$ cat src/rtl/mrte_pkg.sv
// Package for the mailbox RAM transfer engine: shared types, codes and constants.
// Used by mrte_cfg, mrte_step and mailbox_ram_transfer_engine_core; depends on nothing.
package mrte_pkg;

  // Item opcodes.
  typedef enum logic [2:0] {
    OP_START_READ  = 3'd0,
    OP_START_WRITE = 3'd1,
    OP_READ_IRQ    = 3'd2,
    OP_WRITE_IRQ   = 3'd3,
    OP_MCU_RESET   = 3'd4
  } opcode_e;

  // Transfer sequence phases.
  typedef enum logic [1:0] {
    PH_HEADER = 2'd0,
    PH_CHECK  = 2'd1,
    PH_DATA   = 2'd2,
    PH_FINAL  = 2'd3
  } phase_e;

  // Completion status codes.
  typedef enum logic [1:0] {
    ST_OK     = 2'd0,
    ST_IO_ERR = 2'd1,
    ST_REJECT = 2'd2
  } status_e;

  // Configuration register indexes.
  typedef enum logic {
    CFG_VENDOR = 1'b0,
    CFG_ENABLE = 1'b1
  } cfg_idx_e;

  localparam logic [15:0] ErrWriteReply = 16'h0082;
  localparam logic [15:0] ErrReadReply  = 16'h0083;
  localparam logic [16:0] Win0Start     = 17'h09000;
  localparam logic [16:0] Win0End       = 17'h09FA0;
  localparam logic [16:0] Win1End       = 17'h00FFF;

  typedef struct packed {
    logic vendor_select;
    logic engine_enabled;
  } cfg_t;

  typedef struct packed {
    logic [2:0]  opcode;
    logic [15:0] start_address;
    logic [15:0] word_total;
    logic [15:0] mailbox_in1;
    logic [15:0] mailbox_in2;
    logic [15:0] mailbox_in3;
    logic [15:0] write_word0;
    logic [15:0] write_word1;
    logic [15:0] write_word2;
  } item_t;

  typedef struct packed {
    phase_e      phase;
    logic        dir_write;
    logic        busy;
    logic [15:0] word_position;
    logic [15:0] length_words;
    logic [15:0] base_address;
    logic        mcu_reset_seen;
  } state_t;

  typedef struct packed {
    logic        mailbox_write;
    logic [15:0] mailbox_out1;
    logic [15:0] mailbox_out2;
    logic [15:0] mailbox_out3;
    logic [15:0] read_word0;
    logic [15:0] read_word1;
    logic [15:0] read_word2;
    logic [1:0]  words_moved;
    logic        irq_rearm;
    logic        transfer_done;
    status_e     status;
  } res_t;

endpackage

$ cat src/rtl/mrte_cfg.sv
// Configuration registers of the mailbox RAM transfer engine.
// Depends on mrte_pkg for the register index codes and the cfg_t struct.
module mrte_cfg (
  input  logic          clk_i,
  input  logic          rst_ni,
  input  logic          cfg_we_i,
  input  logic          cfg_idx_i,
  input  logic          cfg_wdata_i,
  output mrte_pkg::cfg_t cfg_o
);

  logic vendor_q, vendor_d;
  logic enable_q, enable_d;

  // Register write decode.
  always_comb begin
    vendor_d = vendor_q;
    enable_d = enable_q;
    if (cfg_we_i) begin
      unique case (cfg_idx_i)
        mrte_pkg::CFG_VENDOR: vendor_d = cfg_wdata_i;
        mrte_pkg::CFG_ENABLE: enable_d = cfg_wdata_i;
        default: ;
      endcase
    end
  end

  // The engine comes out of reset enabled, on the first silicon variant.
  always_ff @(posedge clk_i or negedge rst_ni) begin
    if (!rst_ni) begin
      vendor_q <= 1'b0;
      enable_q <= 1'b1;
    end else begin
      vendor_q <= vendor_d;
      enable_q <= enable_d;
    end
  end

  assign cfg_o.vendor_select  = vendor_q;
  assign cfg_o.engine_enabled = enable_q;

endmodule

$ cat src/rtl/mrte_step.sv
// Next-state and result logic for one item of the mailbox RAM transfer engine.
// Purely combinational; depends on mrte_pkg for types, codes and constants.
module mrte_step (
  input  mrte_pkg::cfg_t   cfg_i,
  input  mrte_pkg::state_t state_i,
  input  mrte_pkg::item_t  item_i,
  output mrte_pkg::state_t state_o,
  output mrte_pkg::res_t   res_o
);

  logic [16:0] end_sum;
  logic        window_ok;
  logic        start_ok;
  logic [15:0] pos1, pos2, pos3;
  logic        take1, take2;
  logic [1:0]  moved;
  logic [15:0] new_pos;
  logic        read_err, write_err;

  // Address window of the selected variant; the end is taken at 17 bits.
  assign end_sum   = {1'b0, item_i.start_address} + {1'b0, item_i.word_total};
  assign window_ok = cfg_i.vendor_select ? (end_sum <= mrte_pkg::Win1End)
                   : (({1'b0, item_i.start_address} >= mrte_pkg::Win0Start) &&
                      (end_sum <= mrte_pkg::Win0End));
  assign start_ok  = cfg_i.engine_enabled && !state_i.busy && !state_i.mcu_reset_seen &&
                     (item_i.word_total != 16'd0) && window_ok;

  // Up to three words per event, stopping at the end of the block.
  assign pos1    = state_i.word_position + 16'd1;
  assign pos2    = state_i.word_position + 16'd2;
  assign pos3    = state_i.word_position + 16'd3;
  assign take1   = (pos1 != state_i.length_words);
  assign take2   = take1 && (pos2 != state_i.length_words);
  assign moved   = take2 ? 2'd3 : (take1 ? 2'd2 : 2'd1);
  assign new_pos = take2 ? pos3 : (take1 ? pos2 : pos1);

  assign read_err  = (item_i.mailbox_in1 == mrte_pkg::ErrReadReply);
  assign write_err = (item_i.mailbox_in1 == mrte_pkg::ErrWriteReply);

  always_comb begin
    state_o = state_i;
    res_o   = '0;
    res_o.status = mrte_pkg::ST_OK;

    unique case (item_i.opcode)
      mrte_pkg::OP_START_READ, mrte_pkg::OP_START_WRITE: begin
        if (start_ok) begin
          state_o.base_address  = item_i.start_address;
          state_o.length_words  = item_i.word_total;
          state_o.dir_write     = item_i.opcode[0];
          state_o.phase         = mrte_pkg::PH_HEADER;
          state_o.word_position = 16'd0;
          state_o.busy          = 1'b1;
          res_o.irq_rearm       = 1'b1;
        end else begin
          res_o.transfer_done = 1'b1;
          res_o.status        = mrte_pkg::ST_REJECT;
        end
      end

      // Read interrupt: header, optional error check, data, final check.
      mrte_pkg::OP_READ_IRQ: begin
        if (state_i.busy && !state_i.dir_write) begin
          unique case (state_i.phase)
            mrte_pkg::PH_HEADER: begin
              res_o.mailbox_write = 1'b1;
              res_o.mailbox_out1  = state_i.base_address;
              res_o.mailbox_out2  = state_i.length_words;
              res_o.irq_rearm     = 1'b1;
              state_o.phase = cfg_i.vendor_select ? mrte_pkg::PH_CHECK : mrte_pkg::PH_DATA;
            end
            mrte_pkg::PH_CHECK: begin
              if (read_err) begin
                res_o.transfer_done   = 1'b1;
                res_o.status          = mrte_pkg::ST_IO_ERR;
                state_o.busy          = 1'b0;
                state_o.phase         = mrte_pkg::PH_HEADER;
                state_o.word_position = 16'd0;
              end else begin
                state_o.phase   = mrte_pkg::PH_DATA;
                res_o.irq_rearm = 1'b1;
              end
            end
            mrte_pkg::PH_DATA: begin
              res_o.read_word0  = item_i.mailbox_in1;
              res_o.read_word1  = take1 ? item_i.mailbox_in2 : 16'd0;
              res_o.read_word2  = take2 ? item_i.mailbox_in3 : 16'd0;
              res_o.words_moved = moved;
              res_o.irq_rearm   = 1'b1;
              state_o.word_position = new_pos;
              if (new_pos == state_i.length_words) begin
                state_o.phase = mrte_pkg::PH_FINAL;
              end
            end
            default: begin
              res_o.transfer_done   = 1'b1;
              res_o.status          = read_err ? mrte_pkg::ST_IO_ERR : mrte_pkg::ST_OK;
              state_o.busy          = 1'b0;
              state_o.phase         = mrte_pkg::PH_HEADER;
              state_o.word_position = 16'd0;
            end
          endcase
        end
      end

      // Write interrupt: a clean check reply falls straight into the data phase.
      mrte_pkg::OP_WRITE_IRQ: begin
        if (state_i.busy && state_i.dir_write) begin
          if (state_i.phase == mrte_pkg::PH_HEADER) begin
            res_o.mailbox_write = 1'b1;
            res_o.mailbox_out1  = state_i.base_address;
            res_o.mailbox_out2  = state_i.length_words;
            res_o.irq_rearm     = 1'b1;
            state_o.phase       = mrte_pkg::PH_CHECK;
          end else if ((state_i.phase == mrte_pkg::PH_CHECK && !write_err) ||
                       state_i.phase == mrte_pkg::PH_DATA) begin
            res_o.mailbox_write = 1'b1;
            res_o.mailbox_out1  = item_i.write_word0;
            res_o.mailbox_out2  = take1 ? item_i.write_word1 : 16'd0;
            res_o.mailbox_out3  = take2 ? item_i.write_word2 : 16'd0;
            res_o.words_moved   = moved;
            res_o.irq_rearm     = 1'b1;
            state_o.word_position = new_pos;
            state_o.phase = (new_pos == state_i.length_words) ? mrte_pkg::PH_FINAL
                                                              : mrte_pkg::PH_DATA;
          end else begin
            res_o.transfer_done   = 1'b1;
            res_o.status          = write_err ? mrte_pkg::ST_IO_ERR : mrte_pkg::ST_OK;
            state_o.busy          = 1'b0;
            state_o.phase         = mrte_pkg::PH_HEADER;
            state_o.word_position = 16'd0;
          end
        end
      end

      // Microcontroller reset aborts any transfer and blocks later starts.
      mrte_pkg::OP_MCU_RESET: begin
        state_o.mcu_reset_seen = 1'b1;
        state_o.busy           = 1'b0;
        state_o.phase          = mrte_pkg::PH_HEADER;
        state_o.word_position  = 16'd0;
        res_o.transfer_done    = 1'b1;
        res_o.status           = mrte_pkg::ST_IO_ERR;
      end

      default: ;
    endcase
  end

endmodule

$ cat src/rtl/mailbox_ram_transfer_engine_core.sv
// Top level of the mailbox RAM transfer engine: input register, transfer state,
// result register and handshakes. Depends on mrte_pkg, mrte_cfg and mrte_step.
//
// Every input item (start, interrupt event or microcontroller reset) produces
// exactly one result item. The engine takes one item per clock cycle unless the
// result channel stalls. The accepting edge loads the input register; the item then
// passes through the single step of decision logic into the result register once
// that register is free or draining. The input register keeps taking items while a
// result waits to be taken, so a stalled consumer costs one slot of buffering before
// in_ready_o drops. Configuration registers take effect for items accepted after the
// write; write them only while no item is in flight.
module mailbox_ram_transfer_engine_core (
  input  logic        clk_i,
  input  logic        rst_ni,
  // Configuration write port
  input  logic        cfg_we_i,
  input  logic        cfg_idx_i,
  input  logic        cfg_wdata_i,
  // Input item channel
  input  logic        in_valid_i,
  output logic        in_ready_o,
  input  logic [2:0]  opcode_i,
  input  logic [15:0] start_address_i,
  input  logic [15:0] word_total_i,
  input  logic [15:0] mailbox_in1_i,
  input  logic [15:0] mailbox_in2_i,
  input  logic [15:0] mailbox_in3_i,
  input  logic [15:0] write_word0_i,
  input  logic [15:0] write_word1_i,
  input  logic [15:0] write_word2_i,
  // Result item channel
  output logic        out_valid_o,
  input  logic        out_ready_i,
  output logic        mailbox_write_o,
  output logic [15:0] mailbox_out1_o,
  output logic [15:0] mailbox_out2_o,
  output logic [15:0] mailbox_out3_o,
  output logic [15:0] read_word0_o,
  output logic [15:0] read_word1_o,
  output logic [15:0] read_word2_o,
  output logic [1:0]  words_moved_o,
  output logic        irq_rearm_o,
  output logic        transfer_done_o,
  output logic [1:0]  status_o
);

  mrte_pkg::cfg_t   cfg;
  mrte_pkg::item_t  item_q;
  mrte_pkg::state_t state_q, state_d, step_state;
  mrte_pkg::res_t   res_q, step_res;
  logic             in_valid_q;
  logic             out_valid_q;
  logic             in_fire;
  logic             step_fire;

  mrte_cfg u_cfg (
    .clk_i       (clk_i),
    .rst_ni      (rst_ni),
    .cfg_we_i    (cfg_we_i),
    .cfg_idx_i   (cfg_idx_i),
    .cfg_wdata_i (cfg_wdata_i),
    .cfg_o       (cfg)
  );

  mrte_step u_step (
    .cfg_i   (cfg),
    .state_i (state_q),
    .item_i  (item_q),
    .state_o (step_state),
    .res_o   (step_res)
  );

  // Handshakes: the held item steps when the result register is free or draining.
  assign step_fire  = in_valid_q && (!out_valid_q || out_ready_i);
  assign in_ready_o = !in_valid_q || step_fire;
  assign in_fire    = in_valid_i && in_ready_o;

  // Transfer state advances only when an item is processed.
  assign state_d = step_fire ? step_state : state_q;

  // Input register.
  always_ff @(posedge clk_i or negedge rst_ni) begin
    if (!rst_ni) begin
      in_valid_q <= 1'b0;
    end else if (in_fire) begin
      in_valid_q <= 1'b1;
    end else if (step_fire) begin
      in_valid_q <= 1'b0;
    end
  end

  always_ff @(posedge clk_i) begin
    if (in_fire) begin
      item_q.opcode        <= opcode_i;
      item_q.start_address <= start_address_i;
      item_q.word_total    <= word_total_i;
      item_q.mailbox_in1   <= mailbox_in1_i;
      item_q.mailbox_in2   <= mailbox_in2_i;
      item_q.mailbox_in3   <= mailbox_in3_i;
      item_q.write_word0   <= write_word0_i;
      item_q.write_word1   <= write_word1_i;
      item_q.write_word2   <= write_word2_i;
    end
  end

  // Transfer state register.
  always_ff @(posedge clk_i or negedge rst_ni) begin
    if (!rst_ni) begin
      state_q <= '{phase: mrte_pkg::PH_HEADER, dir_write: 1'b0, busy: 1'b0,
                   word_position: 16'd0, length_words: 16'd0, base_address: 16'd0,
                   mcu_reset_seen: 1'b0};
    end else begin
      state_q <= state_d;
    end
  end

  // Result register.
  always_ff @(posedge clk_i or negedge rst_ni) begin
    if (!rst_ni) begin
      out_valid_q <= 1'b0;
    end else if (step_fire) begin
      out_valid_q <= 1'b1;
    end else if (out_ready_i) begin
      out_valid_q <= 1'b0;
    end
  end

  always_ff @(posedge clk_i) begin
    if (step_fire) begin
      res_q <= step_res;
    end
  end

  assign out_valid_o     = out_valid_q;
  assign mailbox_write_o = res_q.mailbox_write;
  assign mailbox_out1_o  = res_q.mailbox_out1;
  assign mailbox_out2_o  = res_q.mailbox_out2;
  assign mailbox_out3_o  = res_q.mailbox_out3;
  assign read_word0_o    = res_q.read_word0;
  assign read_word1_o    = res_q.read_word1;
  assign read_word2_o    = res_q.read_word2;
  assign words_moved_o   = res_q.words_moved;
  assign irq_rearm_o     = res_q.irq_rearm;
  assign transfer_done_o = res_q.transfer_done;
  assign status_o        = res_q.status;

  // An idle engine sits at the header phase with its position cleared.
  a_idle_clean: assert property (@(posedge clk_i) disable iff (!rst_ni)
    !state_q.busy |-> (state_q.phase == mrte_pkg::PH_HEADER) &&
                      (state_q.word_position == 16'd0))
    else $error("idle engine holds stale phase or position");

  // An active transfer always has a nonzero length and never runs past it.
  a_busy_len: assert property (@(posedge clk_i) disable iff (!rst_ni)
    state_q.busy |-> (state_q.length_words != 16'd0) &&
                     (state_q.word_position <= state_q.length_words))
    else $error("active transfer with bad length or position");

  // A finished or aborted transfer leaves the engine idle.
  a_done_idle: assert property (@(posedge clk_i) disable iff (!rst_ni)
    step_fire && step_res.transfer_done && (step_res.status != mrte_pkg::ST_REJECT)
      |=> !state_q.busy)
    else $error("engine still busy after completion");

  // Data movement always comes with the interrupt being rearmed.
  a_move_rearm: assert property (@(posedge clk_i) disable iff (!rst_ni)
    out_valid_q && (res_q.words_moved != 2'd0) |-> res_q.irq_rearm && !res_q.transfer_done)
    else $error("words moved without rearm");

  // Once a microcontroller reset is seen, no start can succeed.
  a_reset_block: assert property (@(posedge clk_i) disable iff (!rst_ni)
    state_q.mcu_reset_seen |=> !$rose(state_q.busy))
    else $error("start accepted after microcontroller reset");

endmodule
$ cat config.mk
export PLATFORM = sky130hd
export DESIGN_NAME = mailbox_ram_transfer_engine_core
export DESIGN_NICKNAME = d
export VERILOG_FILES = /design/src/rtl/mrte_pkg.sv /design/src/rtl/mrte_cfg.sv /design/src/rtl/mrte_step.sv /design/src/rtl/mailbox_ram_transfer_engine_core.sv
export SDC_FILE = /design/constraint.sdc
export NUM_CORES = 1
export LEC_CHECK = 0
export BUFFER_PORTS_ARGS = -buffer_cell sky130_fd_sc_hd__buf_2
export CORE_AREA = 2 2 199 201
export CTS_BUF_LIST = sky130_fd_sc_hd__clkbuf_16
export DETAILED_ROUTE_END_ITERATION = 12
export DIE_AREA = 0 0 201 203
export GPL_TIMING_DRIVEN = 0
export PLACE_DENSITY = 0.62
export SETUP_SLACK_MARGIN = 0.4
export SLEW_MARGIN = 15
export SYNTH_ARGS = -nofsm -noshare
export SYNTH_HDL_FRONTEND = slang
export SYNTH_SLANG_ARGS = --single-unit
$ cat constraint.sdc
create_clock -name clk_i -period 5.3 [get_ports clk_i]
set_input_delay 0.265 -clock clk_i [delete_from_list [all_inputs] [get_ports clk_i]]
set_output_delay 0.265 -clock clk_i [all_outputs]
set_load 0.005 [all_outputs]
Word level (Yosys, flattened, before mapping)
Cells that the tools add are included.

word-level totals
  word-level logic and storage cells = 159
  bits in writable memories = 0
  memories = 0
  register bits after elaboration = 291
  output and inout port bits = 105
  ROM bits = 0
  bits in latches = 0

operators by class
  order comparisons = 3
  bitwise gates (word level) = 5
  muxes and demuxes = 57
  add/sub/neg operators = 4
  multiply operators = 0
  equality and inequality tests = 20
  reduce and logical (&&, ||, !) cells = 39
  shifts and indexed selects = 0
  div/mod/pow operators = 0

operators with widths
  kind                     number
  $mux W33                 3
  $mux W49                 2
  $mux W16                 6
  $mux W17                 4
  $pmux W17 S4             1
  $pmux W33 S2             1
  $mux W52                 1
  $pmux W16 S3             1
  $add A16 B2 Y16 const B  2
  $eq A16 B8 Y1 const B    2
  $ne A16 B16 Y1           2
  $mux W2                  11
  $add A16 B16 Y17         1
  $le A17 B12 Y1 const B   1
  $le A17 B16 Y1 const B   1
  $add A16 B1 Y16 const B  1
  $eq A16 B16 Y1           1
  $ge A16 B16 Y1 const B   1
  $reduce_bool A16 Y1      1
  $mux W3                  5
  $mux W1                  12
  $mux W6                  2
  $pmux W3 S4              1
  $logic_and A1 B1 Y1      11
  29 further kinds         54

Logic depth before layout (Yosys ltp)
  word-level depth = 10
  depth in mapped cells = 17

Modules after synthesis
From an unflattened synthesis, not the netlist that was laid out.

second synthesis, totals
  cell total of the unflattened synthesis = 1123
  area total of the unflattened synthesis = 14589.0 um^2

modules (own cells, without submodules)
  module                            times used  area each (um^2)  cells an instance
  mailbox_ram_transfer_engine_core  1           9295.2            354
  mrte_step                         1           5191.2            761
  mrte_cfg                          1           102.6             8

Least setup slack after synthesis
No wires, ideal clock.

  path type = reg2reg
  start point = register out_valid_q, in the netlist out_valid_o
  end point = register state_q[46] (netlist bit)
  library setup time = 0.133 ns
  stages on the path, launching flop included = 10
  required time = 5.167 ns
  slack = 0.963 ns
  data arrival time = 4.204 ns
  cells stage by stage = dfrtp_1 nand2b_1 nand2_1 inv_1 o21ai_0 or3_1 buf_2 buf_6 nand2_1 o31ai_4

between the ends
  word-level cells in the longest chain between the ends = 4

ends and longest elaborated chain
  what                                line                                     RTL
  start: declaration                  mailbox_ram_transfer_engine_core.sv:52   logic out_valid_q;
  start signal: assignment            mailbox_ram_transfer_engine_core.sv:120  out_valid_q <= 1'b0;
  start signal: assignment            mailbox_ram_transfer_engine_core.sv:122  out_valid_q <= 1'b1;
  start signal: assignment            mailbox_ram_transfer_engine_core.sv:124  out_valid_q <= 1'b0;
  $logic_not A1 Y1                    mailbox_ram_transfer_engine_core.sv:74   assign step_fire = in_valid_q && (!out_valid_q || out_ready_i);
  $logic_or A1 B1 Y1                  mailbox_ram_transfer_engine_core.sv:74
  $logic_and A1 B1 Y1                 mailbox_ram_transfer_engine_core.sv:74
  via step_fire                       mailbox_ram_transfer_engine_core.sv:54   logic step_fire;
  $reduce_and A8 Y1 (no source line)  --
  end signal: assignment              mailbox_ram_transfer_engine_core.sv:109  state_q <= '{phase: mrte_pkg::PH_HEADER, dir_write: 1'b0, busy: 1'b0,
  end signal: assignment              mailbox_ram_transfer_engine_core.sv:113  state_q <= state_d;
  end: declaration                    mailbox_ram_transfer_engine_core.sv:49   mrte_pkg::state_t state_q, state_d, step_state;

The timed path passes the listed nets, and every way through them passes these cells.
A chain may end at the register's enable or synchronous reset.

Final worst setup path
  start point = register state_q[33] (netlist bit)
  end point = register state_q[51] (netlist bit)

between the ends
  word-level cells in the longest chain between the ends = 10
  elaborated cells on any way between the ends = 16
  classes of those cells = add/sub (3); eq/ne (4); mux (7); reduce/logical (2)

ends and longest elaborated chain
  what                                                       line                               RTL
  $add A16 B1 Y16 / $add A16 B2 Y16 (equally long branches)  mrte_step.sv:29, mrte_step.sv:30
  $ne A16 B16 Y1, on equally long branches                   mrte_step.sv:32, mrte_step.sv:33
  $mux W16 / $logic_and A1 B1 Y1 (equally long branches)     mrte_step.sv:35, mrte_step.sv:33
  $mux W16 *                                                 mrte_step.sv:35                    assign new_pos = take2 ? pos3 : (take1 ? pos2 : pos1);
  $eq A16 B16 Y1 *                                           mrte_step.sv:91, mrte_step.sv:124
  $mux W1                                                    mrte_step.sv:124                   state_o.phase = (new_pos == state_i.length_words) ? mrte_pkg::PH_FINAL
  $mux W2                                                    mrte_step.sv:115                   end else if ((state_i.phase == mrte_pkg::PH_CHECK && !write_err) ||
  $mux W2                                                    mrte_step.sv:109                   if (state_i.phase == mrte_pkg::PH_HEADER) begin
  $mux W2                                                    mrte_step.sv:108                   if (state_i.busy && state_i.dir_write) begin
  $pmux W2 S4                                                mrte_step.sv:45                    unique case (item_i.opcode)

Mark *: on every way between the ends. The rest lies on a longest branch, timed or not. The select of a mux whose other input is x is not followed.

==> impl_metrics.env <==
export IMPL_status="complete, no violations"
export IMPL_syn_num_nets=1192
export IMPL_io_pins=243
export IMPL_min_period_over_period=0.893
export IMPL_cap_violations=0
export IMPL_coreArea_um2=38500
export IMPL_drive_gt1_frac=0.231
export IMPL_synth_area_leader_cell="edfxtp_1"
export IMPL_grt_pass1_vias=10400
export IMPL_pre_cts_ws_ps=585
export IMPL_grt_pass1_wl_um=58100
export IMPL_worstReg2RegEnd="state_q[51]"
export IMPL_min_period_ps=4730
export IMPL_dp_cells=1796
export IMPL_synthToLayoutAreaGrowth_pct=32.3
export IMPL_netlist_top_cells_count="234 x edfxtp_1, 59 x and3_1, 56 x dfrtp_1"
export IMPL_num_rows=72
export IMPL_finalSetupViolations=0
export IMPL_initial_core_util=0.350
export IMPL_clock_latency_ps=580
export IMPL_hpwl_um=26800
export IMPL_vias_per_cell=5.13
export IMPL_grt_use_total=0.181
export IMPL_ctsRootBufferMaster="clkbuf_16"
export IMPL_leakage_uw=0.00726
export IMPL_ys_types=88
export IMPL_syn_avg_cell_area_um2=13.0
export IMPL_dieArea_um2=40800
export IMPL_yosysSeqAreaShare=0.629
export IMPL_power_density_nw_per_um2=354
export IMPL_worstSetupStartpointType="flop"
export IMPL_path_class="flop to flop"
export IMPL_antenna_found_initial=1
export IMPL_crit_path_frequent_cell="clkbuf_1"
export IMPL_grt_overflow=0
export IMPL_hold_slack_ps=26.0
export IMPL_synth_edf_count=234
export IMPL_synth_area_mux_share=0.0301
export IMPL_synth_most_common_cell="edfxtp_1"
export IMPL_synth_xor_area_share=0.0374
export IMPL_r2r_start="state_q[33]"
export IMPL_cp_arrival_ps=5220
export IMPL_drc=0
export IMPL_async_flop_share=0.196
export IMPL_setup_ws_ps=566
export IMPL_finalWeightedCongestion=0.942
export IMPL_peakVddDrop_v=0.000264
export IMPL_synth_top_cell_area_share=0.523
export IMPL_synth_area_um2=13400
export IMPL_grt_max_degree=79
export IMPL_post_cts_buffers=0
export IMPL_antenna_left=0
export IMPL_clkTransAtPathRegs_ps=60
export IMPL_hold_viol_final=0
export IMPL_final_setup_tns_ps=0
export IMPL_fp_dieW_um=201
export IMPL_slowest_delay_ps=450
export IMPL_cts_made_buffers=31
export IMPL_startpoint="state_q[33]"
export IMPL_wl_per_cell_um=18.7
export IMPL_port_buffers=242
export IMPL_cp_max_fo=10
export IMPL_synth_flop_cell="edfxtp_1"
export IMPL_holdPathStages=3
export IMPL_synth_adder_area_share=0.0201
export IMPL_die_h_um=203
export IMPL_final_nets=1606
export IMPL_syn_inst=1033
export IMPL_cts_max_level=1
export IMPL_path_cells="clkbuf_1, inv_1, ha_1, clkbuf_1, xnor2_1, and2_1, and4b_1, nand4_1, or4_1, clkbuf_1, nand2_1, o21ai_0, xor2_1, o2111ai_1, and4bb_2, nand4_1, a211oi_2"
export IMPL_cts_tree="built"
export IMPL_routed_wl_um=37300
export IMPL_initialDrtViolationCount=816
export IMPL_slew_viol_final=0
export IMPL_rsz0062_at_grt="yes"
export IMPL_tightest_slew_ps=913
export IMPL_fmax_mhz=211
export IMPL_r2r_slack_ps=570
export IMPL_required_ps=5790
export IMPL_slew_headroom=0.386
export IMPL_firstDrtPassIters=5
export IMPL_skew_ps=21.4
export IMPL_cp_endpoint="state_q[51]"
export IMPL_yosys_warnings=0
export IMPL_synth_top_family_by_area="simple AND/OR/NAND/NOR gates"
export IMPL_hp_class="primary input to flop"
export IMPL_cts_sinks=291
export IMPL_clock_path_buffers=3
export IMPL_synthTopCellsByArea="edfxtp_1 52%, dfrtp_1 10%, mux2_1 2.8%"
export IMPL_ys_seq_elements=291
export IMPL_total_power_uw=6290
export IMPL_worstSetupEndpointType="flop"
export IMPL_finalNonFillerCells=1989
export IMPL_synthSimpleGateAreaFrac=0.135
export IMPL_num_vias=10200
export IMPL_reg2regPathDepth=17
export IMPL_synth_compound_area_frac=0.123
export IMPL_cpMaxStageDelayCell="dfrtp_1"
what timing repair did:
action / in CTS / in global routing
setup endpoints to repair: 0 / 8
hold buffers: 136 / 0
hold endpoints to repair: 191 / 0
resized for setup: 0 / 2
how the worst min path moves through the flow:
stage	startpoint	end	slack, ps
after CTS	cfg_idx_i	u_cfg.enable_q	4
after floorplan	rst_ni	in_valid_q	-30
after global routing	cfg_idx_i	u_cfg.enable_q	30
after detailed placement	rst_ni	state_q[11]	400
final	cfg_idx_i	u_cfg.enable_q	30
after global placement	mailbox_in3_i[14]	item_q[62]	440
worst max-delay path: cells and delay by family, from the launching register on:
| kind | cells | cell delay (ps) |
|---|---|---|
| AND/OR/NAND/NOR | 7 | 1860 |
| buffers and inverters | 4 | 1000 |
| XOR/XNOR | 2 | 510 |
| AO/OA/AOI/OAI | 3 | 500 |
| flip-flops | 1 | 450 |
| adder cells (fa/ha/maj) | 1 | 320 |
layout make-up:
type	instances	area, um^2
fillers	3517	20700
flip-flops and latches	291	8450
multi-input cells	658	4650
repair buffers	381	2660
clock buffers	31	776
well taps	518	648
plain buffers	67	288
clock inverters	25	240
inverters	17	68.8
diodes	1	2.50
stage by stage:
| step | util | instance area [um^2] |
|---|---|---|
| 2_1_floorplan | - | 13400 |
| 3_3_place_gp | 0.398 | 15300 |
| 3_5_place_dp | 0.400 | 15400 |
| 4_1_cts | 0.462 | 17800 |
| 5_1_grt | 0.462 | 17800 |
| 6_report | 0.462 | 17800 |
report_power, final:
group	leakage [uW]	internal, uW	switching, uW
logic	0.00369	561	810
registers	0.00305	2670	109
clock network	0.000509	1260	884
total	0.00726	4490	1800
cell families after synthesis:
group,after synthesis
AO/OA/AOI/OAI,220
XOR/XNOR,55
adder cells (fa/ha/maj),21
multiplexers,36
AND/OR/NAND/NOR,326
buffers and inverters,84
flip-flops,291
per-layer routing:
layer | global-route usage | vias up | wire length (um)
met5 | 0 | - | 0
met4 | 0.0614 | 0 | 1140
met3 | 0.0258 | 76 | 1960
met2 | 0.313 | 335 | 18600
met1 | 0.232 | 4987 | 15600
li1 | - | 4813 | -
flip-flops by register name, summed over array words and instances, names as in the netlist:
name	flops
in_valid_q	1
read_word0_o	16
state_q	53
irq_rearm_o	1
words_moved_o	2
mailbox_out1_o	16
u_cfg.vendor_q	1
out_valid_o	1
read_word2_o	16
mailbox_out2_o	16
transfer_done_o	1
mailbox_out3_o	16
mailbox_write_o	1
item_q	131
u_cfg.enable_q	1
status_o	2
read_word1_o	16
cells in the final DEF, fill, tap and decap left out, types with 9 or more instances in the layout:
cell type / Yosys / final
buf_2: 20 / 261
edfxtp_1: 234 / 234
dlygate4sd3_1: 0 / 136
and3_1: 59 / 59
dfrtp_1: 56 / 56
nand2_1: 53 / 53
nor2_1: 49 / 49
clkbuf_1: 40 / 40
xnor2_1: 38 / 38
a22o_1: 33 / 33
mux2_1: 33 / 33
a21oi_1: 32 / 32
nand3_1: 32 / 32
clkbuf_16: 0 / 31
and2_1: 25 / 24
o21ai_0: 23 / 23
nor3_1: 23 / 23
ha_1: 20 / 20
inv_1: 17 / 19
xor2_1: 15 / 15
nand2b_1: 13 / 13
a21o_1: 12 / 12
o21ai_1: 11 / 11
nor4_1: 11 / 11
nand4_1: 10 / 10
nor2b_1: 9 / 9
a211oi_1: 9 / 9
o31ai_1: 9 / 9
Power figures use the tool's default switching activity.
